`config.mk`:
```
export PLATFORM = sky130hd
export DESIGN_NAME = particle_sensor_frame_parser
export DESIGN_NICKNAME = d
export VERILOG_FILES = /design/src/rtl/core/psfp_pkg.sv /design/src/rtl/core/psfp_alu.sv /design/src/rtl/core/psfp_store.sv /design/src/rtl/core/particle_sensor_frame_parser.sv
export SDC_FILE = /design/constraint.sdc
export NUM_CORES = 1
export LEC_CHECK = 0
export BUFFER_PORTS_ARGS = -buffer_cell sky130_fd_sc_hd__buf_2
export CORE_MARGIN = 2
export CORE_UTILIZATION = 50
export CTS_BUF_LIST = sky130_fd_sc_hd__clkbuf_4
export CTS_CLUSTER_SIZE = 8
export DETAILED_ROUTE_END_ITERATION = 6
export GPL_TIMING_DRIVEN = 0
export PLACE_DENSITY = 0.76
export SLEW_MARGIN = 25
export SYNTH_ARGS = -nofsm -noshare
export SYNTH_HDL_FRONTEND = slang
export SYNTH_HIERARCHICAL = 1
export SYNTH_SLANG_ARGS = --single-unit
```
`constraint.sdc`:
```
create_clock -name clk -period 3.7 [get_ports clk]
set_input_delay 0.185 -clock clk [delete_from_list [all_inputs] [get_ports clk]]
set_output_delay 0.185 -clock clk [all_outputs]
set_load 0.02 [all_outputs]
```
`src/rtl/core/psfp_pkg.sv`:
```
package psfp_pkg;

	localparam int BODY_BYTES    = 30;
	localparam int READING_COUNT = 12;

	// Two store bytes per reading, frame bytes 4 onward.
	localparam int STORE_DEPTH = 2 * READING_COUNT;
	localparam int ADDR_W      = (STORE_DEPTH > 1) ? $clog2(STORE_DEPTH) : 1;

	localparam int POS_W = 5;
	localparam int IDX_W = 4;

	localparam logic [POS_W-1:0] POS_CHK_HI     = POS_W'(BODY_BYTES - 2);
	localparam logic [POS_W-1:0] POS_FIRST_READ = POS_W'(2);
	localparam logic [IDX_W-1:0] LAST_IDX       = IDX_W'(READING_COUNT - 1);

	localparam logic [7:0] FIRST_START_RESET  = 8'd66;
	localparam logic [7:0] SECOND_START_RESET = 8'd77;

	localparam int CFG_IDX_W = 1;
	localparam logic [CFG_IDX_W-1:0] REG_FIRST_START  = 1'd0;
	localparam logic [CFG_IDX_W-1:0] REG_SECOND_START = 1'd1;

	typedef enum logic [1:0] {
		ALU_ADD = 2'b01,
		ALU_CMP = 2'b10
	} alu_op_t;

	typedef struct packed {
		alu_op_t     op;
		logic [15:0] a;
		logic [15:0] b;
	} alu_req_t;

endpackage

```
`src/rtl/core/psfp_alu.sv`:
```
module psfp_alu (
	input  psfp_pkg::alu_req_t req,
	output logic [15:0]        sum,
	output logic               equal
);

	always_comb begin
		sum   = '0;
		equal = 1'b0;
		case (req.op)
			psfp_pkg::ALU_ADD: begin
				sum = req.a + req.b;
			end
			psfp_pkg::ALU_CMP: begin
				equal = (req.a == req.b);
			end
			default: begin
				sum   = '0;
				equal = 1'b0;
			end
		endcase
	end

endmodule

```
`src/rtl/core/psfp_store.sv`:
```
module psfp_store (
	input  logic                        clk,
	input  logic                        we,
	input  logic [psfp_pkg::ADDR_W-1:0] waddr,
	input  logic [7:0]                  wdata,
	input  logic [psfp_pkg::ADDR_W-1:0] raddr,
	output logic [7:0]                  rdata_q
);

	logic [7:0] mem_q [psfp_pkg::STORE_DEPTH];

	always_ff @(posedge clk) begin
		if (we) begin
			mem_q[waddr] <= wdata;
		end
	end

	always_ff @(posedge clk) begin
		rdata_q <= mem_q[raddr];
	end

endmodule

```
`src/rtl/core/particle_sensor_frame_parser.sv`:
```
// Parses 32-byte particle sensor frames from a byte stream and emits the twelve
// 16-bit readings of each frame whose checksum matches. The checksum high byte
// is only latched in the cycle that accepts it, and every other byte takes one or
// two further steps on the single shared adder/comparator, which both sums the
// frame and compares start bytes and the checksum. After a good frame the
// readings are read back from a byte store with separate read and write ports,
// each through read-high, read-low, latch and output steps, waiting in the last
// while the receiver holds off ready; no byte is accepted until the last reading has been taken.
module particle_sensor_frame_parser (
	input  logic                           clk,
	input  logic                           arst_n,
	input  logic                           in_valid,
	output logic                           in_ready,
	input  logic [7:0]                     rx_byte,
	output logic                           out_valid,
	input  logic                           out_ready,
	output logic [psfp_pkg::IDX_W-1:0]     reading_index,
	output logic [15:0]                    reading_value,
	output logic                           last_reading,
	input  logic                           cfg_we,
	input  logic [psfp_pkg::CFG_IDX_W-1:0] cfg_index,
	input  logic [7:0]                     cfg_data
);

	typedef enum logic [6:0] {
		S_IDLE  = 7'b0000001,
		S_CMP   = 7'b0000010,
		S_ADD   = 7'b0000100,
		S_RD_HI = 7'b0001000,
		S_RD_LO = 7'b0010000,
		S_LATCH = 7'b0100000,
		S_OUT   = 7'b1000000
	} state_t;

	typedef enum logic [2:0] {
		PH_HUNT   = 3'b001,
		PH_SECOND = 3'b010,
		PH_BODY   = 3'b100
	} phase_t;

	state_t                         state_q;
	phase_t                         phase_q;
	logic [psfp_pkg::POS_W-1:0]     pos_q;
	logic [15:0]                    sum_q;
	logic [7:0]                     chk_hi_q;
	logic [7:0]                     byte_q;
	logic [7:0]                     first_q;
	logic [7:0]                     second_q;
	logic [psfp_pkg::IDX_W-1:0]     k_q;
	logic [7:0]                     hi_q;
	logic                           out_valid_q;

	psfp_pkg::alu_req_t             alu_req;
	logic [15:0]                    alu_sum;
	logic                           alu_equal;

	logic                           st_we;
	logic [psfp_pkg::POS_W-1:0]     wr_off;
	logic [psfp_pkg::POS_W-1:0]     rd_off;
	logic [psfp_pkg::ADDR_W-1:0]    st_raddr;
	logic [7:0]                     st_rdata;

	assign in_ready  = (state_q == S_IDLE);
	assign out_valid = out_valid_q;

	always_comb begin
		alu_req.op = psfp_pkg::ALU_CMP;
		alu_req.a  = {8'd0, byte_q};
		alu_req.b  = {8'd0, first_q};
		if (state_q == S_ADD) begin
			alu_req.op = psfp_pkg::ALU_ADD;
			alu_req.a  = sum_q;
			alu_req.b  = {8'd0, byte_q};
		end else if (phase_q == PH_SECOND) begin
			alu_req.b = {8'd0, second_q};
		end else if (phase_q == PH_BODY) begin
			alu_req.a = {chk_hi_q, byte_q};
			alu_req.b = sum_q;
		end
	end

	psfp_alu u_alu (
		.req   (alu_req),
		.sum   (alu_sum),
		.equal (alu_equal)
	);

	// Body position 2 is frame byte 4, the high byte of the first reading.
	assign wr_off = pos_q - psfp_pkg::POS_FIRST_READ;
	assign st_we  = (state_q == S_ADD) && (phase_q == PH_BODY) &&
		(pos_q >= psfp_pkg::POS_FIRST_READ) &&
		({1'b0, wr_off} < (psfp_pkg::POS_W + 1)'(psfp_pkg::STORE_DEPTH));

	assign rd_off   = ({1'b0, k_q} << 1) | {4'd0, (state_q != S_RD_HI)};
	assign st_raddr = rd_off[psfp_pkg::ADDR_W-1:0];

	psfp_store u_store (
		.clk     (clk),
		.we      (st_we),
		.waddr   (wr_off[psfp_pkg::ADDR_W-1:0]),
		.wdata   (byte_q),
		.raddr   (st_raddr),
		.rdata_q (st_rdata)
	);

	always_ff @(posedge clk or negedge arst_n) begin
		if (!arst_n) begin
			first_q  <= psfp_pkg::FIRST_START_RESET;
			second_q <= psfp_pkg::SECOND_START_RESET;
		end else if (cfg_we) begin
			case (cfg_index)
				psfp_pkg::REG_FIRST_START: begin
					first_q <= cfg_data;
				end
				psfp_pkg::REG_SECOND_START: begin
					second_q <= cfg_data;
				end
				default: begin
				end
			endcase
		end
	end

	always_ff @(posedge clk or negedge arst_n) begin
		if (!arst_n) begin
			state_q       <= S_IDLE;
			phase_q       <= PH_HUNT;
			pos_q         <= '0;
			sum_q         <= '0;
			chk_hi_q      <= '0;
			k_q           <= '0;
			out_valid_q   <= 1'b0;
			byte_q        <= '0;
			hi_q          <= '0;
			reading_index <= '0;
			reading_value <= '0;
			last_reading  <= 1'b0;
		end else begin
			case (state_q)
				S_IDLE: begin
					if (in_valid) begin
						byte_q <= rx_byte;
						if (phase_q == PH_BODY && pos_q < psfp_pkg::POS_CHK_HI) begin
							state_q <= S_ADD;
						end else if (phase_q == PH_BODY && pos_q == psfp_pkg::POS_CHK_HI) begin
							chk_hi_q <= rx_byte;
							pos_q    <= pos_q + 1'b1;
						end else begin
							state_q <= S_CMP;
						end
					end
				end
				S_CMP: begin
					state_q <= S_IDLE;
					case (phase_q)
						PH_SECOND: begin
							if (alu_equal) begin
								state_q <= S_ADD;
							end else begin
								phase_q <= PH_HUNT;
							end
						end
						PH_BODY: begin
							// Checksum low byte: frame ends here either way.
							phase_q <= PH_HUNT;
							pos_q   <= '0;
							if (alu_equal) begin
								k_q     <= '0;
								state_q <= S_RD_HI;
							end
						end
						default: begin
							phase_q <= PH_HUNT;
							if (alu_equal) begin
								sum_q   <= {8'd0, byte_q};
								phase_q <= PH_SECOND;
							end
						end
					endcase
				end
				S_ADD: begin
					sum_q   <= alu_sum;
					state_q <= S_IDLE;
					if (phase_q == PH_SECOND) begin
						pos_q   <= '0;
						phase_q <= PH_BODY;
					end else begin
						pos_q <= pos_q + 1'b1;
					end
				end
				S_RD_HI: begin
					state_q <= S_RD_LO;
				end
				S_RD_LO: begin
					hi_q    <= st_rdata;
					state_q <= S_LATCH;
				end
				S_LATCH: begin
					reading_index <= k_q;
					reading_value <= {hi_q, st_rdata};
					last_reading  <= (k_q == psfp_pkg::LAST_IDX);
					out_valid_q   <= 1'b1;
					state_q       <= S_OUT;
				end
				S_OUT: begin
					if (out_ready) begin
						out_valid_q <= 1'b0;
						if (last_reading) begin
							state_q <= S_IDLE;
						end else begin
							k_q     <= k_q + 1'b1;
							state_q <= S_RD_HI;
						end
					end
				end
				default: begin
					state_q     <= S_IDLE;
					out_valid_q <= 1'b0;
				end
			endcase
		end
	end

endmodule

```
==> run_results.csv <==
group,metric,value,unit
placement,place_inst,1387,
synth,synth_seq_cells,297,
critical_path,worstPathArrival,4.28,ns
timing,max_freq,275,MHz
min_path,hp-class,"input pin to flop",
route,drc,0,
route,routed_wl,30800,um
placement,gp_congestion,0.897,
timing,worst_slack,0.0670,ns
timing,rsz0062_at_grt,"true",
route,routedWlPerCell,19.8,um
timing,finalClockSkew,0.0911,ns
critical_path,crit_path_frequent_cell,"buf_4",
critical_path,cp_slowest_cell,"dfrtp_2",
global_routing,grt_overflow,0,
timing,slew_viol_final,0,
final_layout,drive_gt1_frac,0.319,
final_layout,stdcell_count,1561,
outcome,status,"finished, final reports clean",
floorplan,rows,60,
power,switching_power,3080,uW
synth,async_reset_ff_frac,0.327,
synth,synth_nets,1045,
power,p_int,6440,uW
timing,hold_viol_final,0,
timing,worst_pin_slew,1.00,ns
power,static-leakage-power,0.00621,uW
synth,synth-warning-count,6,
synth,ys_seq_area_frac,0.616,
power,sequentialPowerShare,0.480,
synth,ys.flop_type,"edfxtp_1",
critical_path,cp-end-kind,"flop",
critical_path,path_class,"flop to flop",
final_layout,mostFrequentLayoutCells,"edfxtp_1 (192), nand2_1 (121), clkbuf_4 (121), dfrtp_1 (80), buf_2 (57)",
cts,cts_root_buffer,"clkbuf_4",
final_layout,fin_area,15900,um2
placement,dp_hpwl,19800,um
timing,hold_ws,0.113,ns
synth,syn_inst,1001,
cts,htree_levels,3,
global_routing,grtUsageTotal,0.216,
floorplan,io-pin-count,45,
global_routing,grt_max_degree,70,
critical_path,crit_chain,"nor4_4, nand3_4, buf_12, buf_4, and3_1, ha_1, buf_6, nor4_2, nand4_1, nor4_4, buf_4, nand4_1, buf_4, a211oi_1, a21oi_1, o21ai_1",
power,p_total,9520,uW
global_routing,grt_pass1_vias,8959,
final_layout,synthToLayoutAreaGrowth,17.2,%
power,p_per_area,599,nW/um2
placement,place_area,14200,um2
cts,numCtsBuffers,77,
power,clockPowerShare,0.299,
global_routing,grt_pass1_wl,47600,um
synth,synth_edf_count,192,
synth,syn-cell-area,13600,um2
final_layout,final_common_cell,"edfxtp_1",
power,swShare,0.323,
cts,clk_latency,0.73,ns
critical_path,worstPathRequired,4.35,ns
route,final_antenna_net_count,0,
cts,cts_tree,"done",
power,peakVddDrop,0.000342,V
critical_path,path_max_fanout,8,
power,combPwrFrac,0.221,
floorplan,die_y,169,um
final_layout,fill_cells,2054,
critical_path,reg2reg_slack,0.07,ns
timing,setup_viol,0,
synth,yosysUniqueCellTypes,83,
cts,clk_pin_slew_worst_paths,0.07,ns
cts,clk_path_buf_depth,3,
final_layout,layout.nets,1207,
floorplan,die_w,169,um
floorplan,core_area,26800,um2
timing,period_share,0.982,
cts,cts_num_sinks,297,
floorplan,die_area,28500,um2
floorplan,start_util,0.506,
timing,fin_crit,3.63,ns
critical_path,start_kind,"flop",
flow_run,cap_viol_max_count,0,
timing,slew_headroom,0.331,
synth,syn_avg_cell_area,13.6,um2
global_routing,antenna_found_initial,1,
placement,portBuffers,44,
route,drt-initial-drc-count,715,
critical_path,slowest_delay,0.44,ns
route,vias,9130,
route,vias_per_cell,5.85,
route,first_pass_iters,5,
placement,place_ws,-1.33,ns
==> final timing paths <==
kind                                                  from                            to  cells after the start
worst min-delay path                                cfg_we       second_q[3]$_DFFE_PN1P_                      3
max in group asynchronous                           arst_n        first_q[6]$_DFFE_PN1P_                      4
worst max register to register      state_q[4]$_DFFE_PN0P_            k_q[3]$_DFFE_PN0P_                     16
min in group asynchronous                           arst_n  reading_value[6]$_DFFE_PN0P_                      4
worst min register to register  u_store/rdata_q[7]$_DFF_P_           hi_q[7]$_DFFE_PN0P_                      2
worst max-delay path                state_q[4]$_DFFE_PN0P_            k_q[3]$_DFFE_PN0P_                     16
==> what timing repair did <==
action / in CTS / in global routing
hold buffers: 21 / 0
endpoints found under the setup margin: 181 / 157
pin swaps: 4 / 13
gates resized for setup: 24 / 86
buffers inserted: 4 / 16
hold endpoints to repair: 138 / 0
==> routing by layer <==
metal  share of wire  wire length (um)  up-vias  GRT usage
li1                -                 -     4172          -
met1            0.42             12800     4563      0.281
met2            0.48             14900      339      0.344
met3           0.074              2280       56     0.0554
met4           0.027               825        0     0.0975
met5               0                 0        -          0
==> per-stage QoR <==
step / utilization / TNS (ns)
after floorplan: - / 0
after global placement: 0.530 / -32.72
after detailed placement: 0.532 / -40.24
after CTS: 0.581 / -0.272
after global routing: 0.593 / -0.400
final: 0.593 / 0
==> cells in the mapped netlist, drive strengths merged, types with 10 or more instances <==
cell | instances | share of area
o211ai | 19 | 0.011
nor3 | 14 | 0.0055
buf | 31 | 0.015
ha | 21 | 0.019
a21oi | 23 | 0.0090
clkbuf | 23 | 0.0068
nand3 | 26 | 0.0096
nand2 | 122 | 0.034
mux2i | 50 | 0.037
and3 | 10 | 0.0046
edfxtp | 192 | 0.43
o21ai | 38 | 0.014
dfrtp | 89 | 0.16
nor2 | 68 | 0.019
inv | 17 | 0.0047
mux4 | 32 | 0.053
mux2 | 52 | 0.045
==> layout make-up <==
type | count | area, um2 | share of cell area
diodes | 2 | 5.00 | 0.000315
multi-input cells | 631 | 5030 | 0.316
clock buffers | 118 | 886 | 0.0557
flip-flops and latches | 297 | 8370 | 0.527
well taps | 341 | 427 | 0.0268
repair buffers | 86 | 637 | 0.0401
plain buffers | 51 | 349 | 0.0220
inverters | 19 | 78.8 | 0.00496
clock inverters | 16 | 115 | 0.00724
==> power by group through the flow <==
| stage | Sequential [uW] | Combinational (uW) | Clock (uW) |
|---|---|---|---|
| after floorplan | 4340 | 1410 | 0 |
| after global placement | 4600 | 1740 | 0 |
| after detailed placement | 4630 | 1770 | 0 |
| after CTS | 4560 | 1830 | 2910 |
| after global routing | 4620 | 2310 | 3090 |
| final | 4570 | 2110 | 2850 |
==> kinds of logic after synthesis <==
logic type	Yosys count	synth area share
AOI/OAI and AO/OA	164	0.0882
xor gates and xnor gates	10	0.00646
adders and majority gates	22	0.0208
buffers and inverters	73	0.0267
DFF	297	0.616
muxes	134	0.135
and+or+nand+nor	301	0.106
==> critical path: cells and delay by family (launching register included) <==
kind            cells  cell delay (ns)
compound gates      3             0.41
fa+ha+maj           1             0.30
buf+inv             5             0.84
flops               1             0.44
simple gates        7             1.53
==> flip-flops by register name (all words and copies together), names as in the netlist, 5 cells and up <==
register and flops:
pos_q 5, sum_q 16, chk_hi_q 8, u_store/rdata_q 8, state_q 7, u_store/mem_q 192
second_q 8, hi_q 8, first_q 8, byte_q 8, reading_value 16
Note: power is estimated with default switching activity, not from simulation.
